**config.mk**
```make
export PLATFORM = sky130hd
export DESIGN_NAME = multilane_prbs_pattern_gen_check_core
export DESIGN_NICKNAME = d
export VERILOG_FILES = /design/src/rtl/mlprbs_pkg.sv /design/src/rtl/mlprbs_lanes.sv /design/src/rtl/mlprbs_cmp.sv /design/src/rtl/multilane_prbs_pattern_gen_check_core.sv
export SDC_FILE = /design/constraint.sdc
export NUM_CORES = 2
export LEC_CHECK = 0
export BUFFER_PORTS_ARGS = -buffer_cell sky130_fd_sc_hd__buf_2
export CORE_MARGIN = 2
export CORE_UTILIZATION = 40
export CTS_CLUSTER_DIAMETER = 150
export DETAILED_ROUTE_END_ITERATION = 7
export PLACE_DENSITY_LB_ADDON = 0.12
export SLEW_MARGIN = 20
export SYNTH_ARGS = -nofsm -noshare
export SYNTH_HDL_FRONTEND = slang
export SYNTH_HIERARCHICAL = 1
export SYNTH_SLANG_ARGS = --single-unit
```
**constraint.sdc**
```tcl
create_clock -name clk -period 11 [get_ports clk]
set_input_delay 1.65 -clock clk [delete_from_list [all_inputs] [get_ports clk]]
set_output_delay 1.65 -clock clk [all_outputs]
set_load 0.02 [all_outputs]
```
**src/rtl/mlprbs_pkg.sv**
```systemverilog
package mlprbs_pkg;

    localparam int SEED_W      = 31;
    localparam int WORD_W      = 32;
    localparam int LANE_IDX_W  = 5;
    localparam int MODE_W      = 2;
    localparam int ORDER_SEL_W = 2;
    localparam int STAGE_IDX_W = 5;
    localparam int CFG_IDX_W   = 2;
    localparam int CFG_DATA_W  = 5;

    // item modes
    localparam logic [MODE_W-1:0] MODE_RESTART = 2'd0;
    localparam logic [MODE_W-1:0] MODE_SEED    = 2'd1;
    localparam logic [MODE_W-1:0] MODE_GEN     = 2'd2;
    localparam logic [MODE_W-1:0] MODE_CHECK   = 2'd3;

    // register indexes
    localparam logic [CFG_IDX_W-1:0] CFG_ORDER_SELECT = 2'd0;
    localparam logic [CFG_IDX_W-1:0] CFG_TARGET_LANE  = 2'd1;
    localparam logic [CFG_IDX_W-1:0] CFG_RANDOM_LANES = 2'd2;

    // order selects
    localparam logic [ORDER_SEL_W-1:0] SEL_PRBS7  = 2'd0;
    localparam logic [ORDER_SEL_W-1:0] SEL_PRBS15 = 2'd1;
    localparam logic [ORDER_SEL_W-1:0] SEL_PRBS23 = 2'd2;
    localparam logic [ORDER_SEL_W-1:0] SEL_PRBS31 = 2'd3;

    // standard seed, bit i is stage i
    localparam logic [SEED_W-1:0] STD_SEED = 31'b1100100010111010011101101011111;

    typedef struct packed {
        logic [MODE_W-1:0]     mode;
        logic [LANE_IDX_W-1:0] lane;
        logic [SEED_W-1:0]     seed;
        logic                  negative_phase;
        logic [WORD_W-1:0]     read_data;
    } cmd_word_t;

    typedef struct packed {
        logic [WORD_W-1:0] pattern;
        logic              mismatch;
        logic [WORD_W-1:0] error_count;
    } rsp_word_t;

    typedef struct packed {
        logic [ORDER_SEL_W-1:0] order_select;
        logic [LANE_IDX_W-1:0]  target_lane;
        logic                   random_lanes;
    } cfg_t;

    typedef struct packed {
        logic                  restart;
        logic                  load;
        logic                  step;
        logic [LANE_IDX_W-1:0] lane;
        logic [SEED_W-1:0]     seed;
    } lane_ctrl_t;

    typedef struct packed {
        logic restart;
        logic gen;
        logic check;
        logic negative_phase;
    } cmp_ctrl_t;

    // largest order select whose length fits in max_order stages
    function automatic logic [ORDER_SEL_W-1:0] max_sel(input int max_order);
        logic [ORDER_SEL_W-1:0] s;
        if (max_order >= 31)
            s = SEL_PRBS31;
        else if (max_order >= 23)
            s = SEL_PRBS23;
        else if (max_order >= 15)
            s = SEL_PRBS15;
        else
            s = SEL_PRBS7;
        return s;
    endfunction

    // oldest stage of the order (output and first tap)
    function automatic logic [STAGE_IDX_W-1:0] out_stage(input logic [ORDER_SEL_W-1:0] sel);
        logic [STAGE_IDX_W-1:0] s;
        case (sel)
            SEL_PRBS7:  s = 5'd6;
            SEL_PRBS15: s = 5'd14;
            SEL_PRBS23: s = 5'd22;
            default:    s = 5'd30;
        endcase
        return s;
    endfunction

    // second tap stage
    function automatic logic [STAGE_IDX_W-1:0] tap_stage(input logic [ORDER_SEL_W-1:0] sel);
        logic [STAGE_IDX_W-1:0] s;
        case (sel)
            SEL_PRBS7:  s = 5'd2;
            SEL_PRBS15: s = 5'd0;
            SEL_PRBS23: s = 5'd4;
            default:    s = 5'd2;
        endcase
        return s;
    endfunction

endpackage

```
**src/rtl/mlprbs_lanes.sv**
```systemverilog
module mlprbs_lanes #(
    parameter int LANES     = 32,
    parameter int MAX_ORDER = 31
) (
    input  logic                            clk,
    input  logic                            rst_n,
    input  mlprbs_pkg::lane_ctrl_t          ctrl,
    input  mlprbs_pkg::cfg_t                cfg,
    output logic [mlprbs_pkg::WORD_W-1:0]   word
);
    import mlprbs_pkg::*;

    localparam logic [ORDER_SEL_W-1:0] MAX_SEL = max_sel(MAX_ORDER);

    logic [MAX_ORDER-1:0]   lane_reg  [LANES];
    logic [MAX_ORDER-1:0]   lane_next [LANES];
    logic [LANES-1:0]       out_bits;
    logic [ORDER_SEL_W-1:0] eff_sel;
    logic [STAGE_IDX_W-1:0] o_idx;
    logic [STAGE_IDX_W-1:0] t_idx;
    logic                   load_ok;

    // orders longer than the lane clamp down to the largest that fits
    always_comb
    begin
        eff_sel = (cfg.order_select > MAX_SEL) ? MAX_SEL : cfg.order_select;
        o_idx   = out_stage(eff_sel);
        t_idx   = tap_stage(eff_sel);
        load_ok = ctrl.load && cfg.random_lanes && (ctrl.lane != cfg.target_lane);
    end

    for (genvar j = 0; j < LANES; j++)
    begin : g_lane
        logic [SEED_W-1:0] r_ext;
        logic              fb;

        always_comb
        begin
            r_ext       = SEED_W'(lane_reg[j]);
            out_bits[j] = r_ext[o_idx];
            fb          = r_ext[o_idx] ^ r_ext[t_idx];
            if (ctrl.restart)
                lane_next[j] = STD_SEED[MAX_ORDER-1:0];
            else if (load_ok && (int'(ctrl.lane) == j))
                lane_next[j] = ctrl.seed[MAX_ORDER-1:0];
            else if (ctrl.step)
                lane_next[j] = {lane_reg[j][MAX_ORDER-2:0], fb};
            else
                lane_next[j] = lane_reg[j];
        end

        always_ff @(posedge clk or negedge rst_n)
        begin
            if (!rst_n)
                lane_reg[j] <= STD_SEED[MAX_ORDER-1:0];
            else
                lane_reg[j] <= lane_next[j];
        end
    end

    for (genvar b = 0; b < WORD_W; b++)
    begin : g_word
        if (b < LANES)
        begin : g_on
            assign word[b] = out_bits[b];
        end
        else
        begin : g_off
            assign word[b] = 1'b0;
        end
    end

endmodule

```
**src/rtl/mlprbs_cmp.sv**
```systemverilog
module mlprbs_cmp #(
    parameter int LANES = 32
) (
    input  logic                            clk,
    input  logic                            rst_n,
    input  mlprbs_pkg::cmp_ctrl_t           ctrl,
    input  mlprbs_pkg::cfg_t                cfg,
    input  logic [mlprbs_pkg::WORD_W-1:0]   word,
    input  logic [mlprbs_pkg::WORD_W-1:0]   read_data,
    output mlprbs_pkg::rsp_word_t           rsp
);
    import mlprbs_pkg::*;

    logic [WORD_W-1:0] count_reg;
    logic [WORD_W-1:0] count_next;
    logic [WORD_W-1:0] inv_mask;
    logic [WORD_W-1:0] pattern;
    logic              mis;

    always_comb
    begin
        inv_mask = '0;
        if (ctrl.negative_phase && (int'(cfg.target_lane) < LANES))
            inv_mask[cfg.target_lane] = 1'b1;
        pattern = ctrl.gen ? (word ^ inv_mask) : '0;
        mis     = ctrl.check && (read_data != pattern);

        // saturating mismatch counter
        if (ctrl.restart)
            count_next = '0;
        else if (mis && (count_reg != '1))
            count_next = count_reg + WORD_W'(1);
        else
            count_next = count_reg;

        rsp.pattern     = pattern;
        rsp.mismatch    = mis;
        rsp.error_count = count_next;
    end

    always_ff @(posedge clk or negedge rst_n)
    begin
        if (!rst_n)
            count_reg <= '0;
        else
            count_reg <= count_next;
    end

endmodule

```
**src/rtl/multilane_prbs_pattern_gen_check_core.sv**
```systemverilog
// Channel   Handshake              Word type              Direction
// cmd       cmd_valid / cmd_ready  mlprbs_pkg::cmd_word_t  in
// rsp       rsp_valid / rsp_ready  mlprbs_pkg::rsp_word_t  out
// cfg       cfg_we (no wait)       cfg_index, cfg_wdata    in
//
// One cmd word per cycle while rsp_ready stays high; each accepted word
// passes through the input register, then the result register, before it
// shows up as an rsp word.
// The lane update, pattern, compare and counter all happen in the single
// cycle the word moves from the input register to the result register.
// Reset loads the standard seed into every lane, clears the error count and
// sets order_select=0, target_lane=0, random_lanes=1.
// A stalled rsp holds its word; the input register still takes one more cmd
// word, then cmd_ready drops until the result register frees up.
module multilane_prbs_pattern_gen_check_core #(
    parameter int LANES     = 32,
    parameter int MAX_ORDER = 31
) (
    input  logic                                clk,
    input  logic                                rst_n,

    input  logic                                cfg_we,
    input  logic [mlprbs_pkg::CFG_IDX_W-1:0]    cfg_index,
    input  logic [mlprbs_pkg::CFG_DATA_W-1:0]   cfg_wdata,

    input  logic                                cmd_valid,
    output logic                                cmd_ready,
    input  mlprbs_pkg::cmd_word_t               cmd,

    output logic                                rsp_valid,
    input  logic                                rsp_ready,
    output mlprbs_pkg::rsp_word_t               rsp
);
    import mlprbs_pkg::*;

    // configuration registers
    cfg_t       cfg_reg;
    cfg_t       cfg_next;

    // input register
    cmd_word_t  s1_reg;
    logic       s1_valid_reg;
    logic       s1_valid_next;

    // result register
    rsp_word_t  rsp_reg;
    logic       rsp_valid_reg;
    logic       rsp_valid_next;

    logic       cmd_fire;
    logic       s1_adv;
    lane_ctrl_t lane_ctrl;
    cmp_ctrl_t  cmp_ctrl;
    logic [WORD_W-1:0] lane_word;
    rsp_word_t  rsp_calc;

    always_comb
    begin
        cfg_next = cfg_reg;
        if (cfg_we)
        begin
            case (cfg_index)
                CFG_ORDER_SELECT: cfg_next.order_select = cfg_wdata[ORDER_SEL_W-1:0];
                CFG_TARGET_LANE:  cfg_next.target_lane  = cfg_wdata[LANE_IDX_W-1:0];
                CFG_RANDOM_LANES: cfg_next.random_lanes = cfg_wdata[0];
                default:          cfg_next = cfg_reg;
            endcase
        end
    end

    always_ff @(posedge clk or negedge rst_n)
    begin
        if (!rst_n)
        begin
            cfg_reg.order_select <= SEL_PRBS7;
            cfg_reg.target_lane  <= '0;
            cfg_reg.random_lanes <= 1'b1;
        end
        else
        begin
            cfg_reg <= cfg_next;
        end
    end

    // word leaves the input register when the result register is free
    // or being emptied this cycle
    always_comb
    begin
        s1_adv         = s1_valid_reg && (!rsp_valid_reg || rsp_ready);
        cmd_ready      = !s1_valid_reg || s1_adv;
        cmd_fire       = cmd_valid && cmd_ready;
        s1_valid_next  = cmd_fire ? 1'b1 : (s1_adv ? 1'b0 : s1_valid_reg);
        rsp_valid_next = s1_adv ? 1'b1 : (rsp_ready ? 1'b0 : rsp_valid_reg);
    end

    always_comb
    begin
        lane_ctrl.restart = s1_adv && (s1_reg.mode == MODE_RESTART);
        lane_ctrl.load    = s1_adv && (s1_reg.mode == MODE_SEED);
        lane_ctrl.step    = s1_adv && ((s1_reg.mode == MODE_GEN) ||
                                       (s1_reg.mode == MODE_CHECK));
        lane_ctrl.lane    = s1_reg.lane;
        lane_ctrl.seed    = s1_reg.seed;

        cmp_ctrl.restart        = lane_ctrl.restart;
        cmp_ctrl.gen            = lane_ctrl.step;
        cmp_ctrl.check          = s1_adv && (s1_reg.mode == MODE_CHECK);
        cmp_ctrl.negative_phase = s1_reg.negative_phase;
    end

    mlprbs_lanes #(
        .LANES     (LANES),
        .MAX_ORDER (MAX_ORDER)
    ) u_lanes (
        .clk   (clk),
        .rst_n (rst_n),
        .ctrl  (lane_ctrl),
        .cfg   (cfg_reg),
        .word  (lane_word)
    );

    mlprbs_cmp #(
        .LANES (LANES)
    ) u_cmp (
        .clk       (clk),
        .rst_n     (rst_n),
        .ctrl      (cmp_ctrl),
        .cfg       (cfg_reg),
        .word      (lane_word),
        .read_data (s1_reg.read_data),
        .rsp       (rsp_calc)
    );

    always_ff @(posedge clk or negedge rst_n)
    begin
        if (!rst_n)
        begin
            s1_valid_reg  <= 1'b0;
            rsp_valid_reg <= 1'b0;
        end
        else
        begin
            s1_valid_reg  <= s1_valid_next;
            rsp_valid_reg <= rsp_valid_next;
        end
    end

    // payload registers, no reset
    always_ff @(posedge clk)
    begin
        if (cmd_fire)
            s1_reg <= cmd;
        if (s1_adv)
            rsp_reg <= rsp_calc;
    end

    assign rsp_valid = rsp_valid_reg;
    assign rsp       = rsp_reg;

endmodule

```
==> impl_metrics.tcl <==
set metrics [dict create \
    track_usage_pct 24.53 \
    netlist_instances 5993 \
    wire_per_inst_um 25.48 \
    num-fill-cells 14610 \
    clockBufferDepth 3 \
    io_buffers 149 \
    seqPwrFrac_pct 45.5 \
    final_hold_viol_count 0 \
    synth_async_sr_flop_share_pct 88.38 \
    cts_root_buffer "clkbuf_16" \
    crit_family "simple AND/OR/NAND/NOR gates" \
    period_share_pct 55.41 \
    viasPerCell 5.729 \
    cts_sinks 1170 \
    final_common_cell "nor2_1" \
    sw_frac_of_total_pct 30.35 \
    maxCapViolations 0 \
    cellLeakagePower_nw 26.53 \
    maxSlewHeadroom_pct 10.33 \
    post-cts-setup-buffers 0 \
    fmax_mhz 164.1 \
    crit_required_ps 11500 \
    detail-route-antenna-nets 0 \
    grt_max_degree 209 \
    layout_common_cells "nor2_1, a211oi_1, dfstp_2" \
    dieArea_um2 160700 \
    drv_slew 0 \
    htreeDepth 4 \
    crit_arrival_ps 6600 \
    tightest_slew_ps 1345 \
    synth.yosys.seq_area_share_pct 48.75 \
    synth_area_per_cell_um2 10.51 \
    ys.flop_type "dfstp_2" \
    drc 0 \
    die_w_um 400.9 \
    synth_seq_cells 1170 \
    fin_setup_tns_ps 0 \
    drive_gt1_share_pct 23.07 \
    ys_warn_count 6 \
    power_frac_comb_pct 24.3 \
    setup_viol 0 \
    initial_core_util_pct 40.29 \
    pin_count 150 \
    power.switching_mw 4.687 \
    grt_pass1_vias 44340 \
    clk_pin_slew_ps 60 \
    path_cells "inv_1 -> ha_4 -> nor2_4 -> buf_4 -> mux4_2 -> nand4b_1 -> and3_1 -> nor4_1 -> nand4_1 -> nor4_4 -> buf_4 -> nor4_1 -> mux2_1" \
    synth.net_count 6079 \
    clock_skew_ps 30.34 \
    p_int_mw 10.75 \
    gp_congestion 0.8003 \
    critPathMaxStageDelay_ps 760 \
    num-nets-final 5831 \
    rsz0062_at_grt "no" \
    firstDrtPassIters 6 \
    status "complete, no violations" \
    end_kind "flip-flop" \
    post_cts_resized 0 \
    fin_crit_ps 6095 \
    largest_reg_flops 992 \
    netlist_area_um2 63010 \
    ys_types 65 \
    worst_slack_ps 4905 \
    critPathLaunchType "flip-flop" \
    critPathSlowestCell "buf_4" \
    cellPowerDensity_nw_per_um2 222.7 \
    hold_buffers 0 \
    hold_path.class "reg -> reg" \
    rows 145 \
    synth-edff-count 136 \
    dp_slack_ps 4662 \
    timing.hold.ws_ps 543.7 \
    vdd_drop_max_mv 0.1656 \
    clock_latency_ps 770 \
    setup.worst_path.class "reg -> reg" \
    wirelength_um 201700 \
    grt_pass1_wl_um 302100 \
    drtIter0Drc 3867 \
    cp.buffers_inverters 3 \
    cts_tree "yes" \
    clock_power_share_pct 30.3 \
    core-area_um2 156400 \
    numCtsBuffers 140 \
    fp.dieH_um 400.9 \
    dp_hpwl_um 102000 \
    grt-ovfl-total 0 \
    cp_max_fo 57 \
    area_delta_synth_final_pct 10.06 \
    antenna_found_initial 7 \
    vias 45360 \
]
[worst reg2reg max path, stage by stage, from the launching register on]
cell and delay [ps]:
dfrtp_4 580, inv_1 120, ha_4 460, nor2_4 620, buf_4 770, mux4_2 780, nand4b_1 260, and3_1 240
nor4_1 410, nand4_1 210, nor4_4 330, buf_4 490, nor4_1 180, mux2_1 360
[worst paths after layout]
kind,cells past startpoint,slack [ps],startpoint,end
max reg2reg,13,4900,cfg_reg[6]$_DFFE_PN0P_,rsp[23]$_DFFE_PP_
min reg2reg,2,540,u_lanes/g_lane[23].r_ext[10]$_DFFE_PN0P_,u_lanes/g_lane[23].r_ext[11]$_DFFE_PN1P_
max in group asynchronous,3,7820,rst_n,u_lanes/g_lane[12].r_ext[5]$_DFFE_PN0P_
min in group asynchronous,1,900,rst_n,u_cmp/count_reg[7]$_DFF_PN0_
max,13,4900,cfg_reg[6]$_DFFE_PN0P_,rsp[23]$_DFFE_PP_
min,2,540,u_lanes/g_lane[23].r_ext[10]$_DFFE_PN0P_,u_lanes/g_lane[23].r_ext[11]$_DFFE_PN1P_
[through the flow]
stage	std cells	total power, mW	utilization [%]	cell area, um^2
floorplan	5993	9.617	-	63010
global placement	7655	10.73	41.30	64590
detailed placement	7655	10.81	41.30	64590
CTS	7909	15.57	44.23	69170
global route	7915	16.26	44.34	69340
finish	7918	15.44	44.35	69350
[synth_stat cells, drive strengths merged (12+ instances only)]
cell type / instances / area share (%)
a2111oi: 12 / 0.39
a211o: 20 / 0.28
a211oi: 980 / 13
a21o: 12 / 0.14
a21oi: 84 / 0.81
and3: 43 / 0.43
buf: 201 / 2.1
clkbuf: 459 / 2.7
dfrtp: 425 / 17
dfstp: 609 / 25
edfxtp: 136 / 6.5
mux2: 13 / 0.26
mux2i: 397 / 6.3
mux4: 64 / 2.3
nand2: 52 / 0.31
nand3: 35 / 0.28
nand3b: 12 / 0.18
nand4: 12 / 0.12
nand4b: 32 / 0.44
nor2: 995 / 5.9
nor2b: 582 / 5.8
nor4: 19 / 0.20
o211ai: 44 / 0.56
o21ai: 23 / 0.18
o21bai: 576 / 6.9
o31ai: 18 / 0.21
or3: 13 / 0.13
or4: 21 / 0.25
xnor2: 25 / 0.35
xor2: 12 / 0.17
[metal layers]
layer  wire length [um]  track usage (%)  vias up
li1                   -                -    21190
met1              93190            34.69    22940
met2              95380            39.62      990
met3               8521            3.222      243
met4               4629            6.369        0
met5                  0                0        -
[kinds of logic (layout without fill, tap and decap cells)]
group	after synthesis	count (layout)	synth area share [%]
fa+ha+maj	3	3	0.05958
flops	1170	1170	48.75
simple gates	1867	1867	14.71
buf+inv	664	528	4.859
xor+xnor	37	37	0.5143
compound gates	1778	1778	22.24
other cells	0	3	0
mux	474	474	8.856
[layout make-up]
type / instances / area (um^2) / share of cell area [%]
antenna: 3 / 7.507 / 0.01083
clock buffer: 217 / 4220 / 6.085
clock inverter: 37 / 354.1 / 0.5106
inverter: 4 / 15.01 / 0.02165
multi-input combinational: 4159 / 29500 / 42.54
sequential: 1170 / 30720 / 44.30
tap: 2058 / 2575 / 3.713
timing repair buffer: 270 / 1951 / 2.813
[power by group through the flow]
stage / sequential [mW] / combinational, mW / clock (mW)
after floorplan: 6.75 / 2.86 / 0
after global placement: 7.08 / 3.66 / 0
after detailed placement: 7.07 / 3.74 / 0
after CTS: 7.02 / 3.76 / 4.79
after global routing: 7.19 / 4.11 / 4.96
final: 7.02 / 3.75 / 4.67
Power figures use the tool's default switching activity.
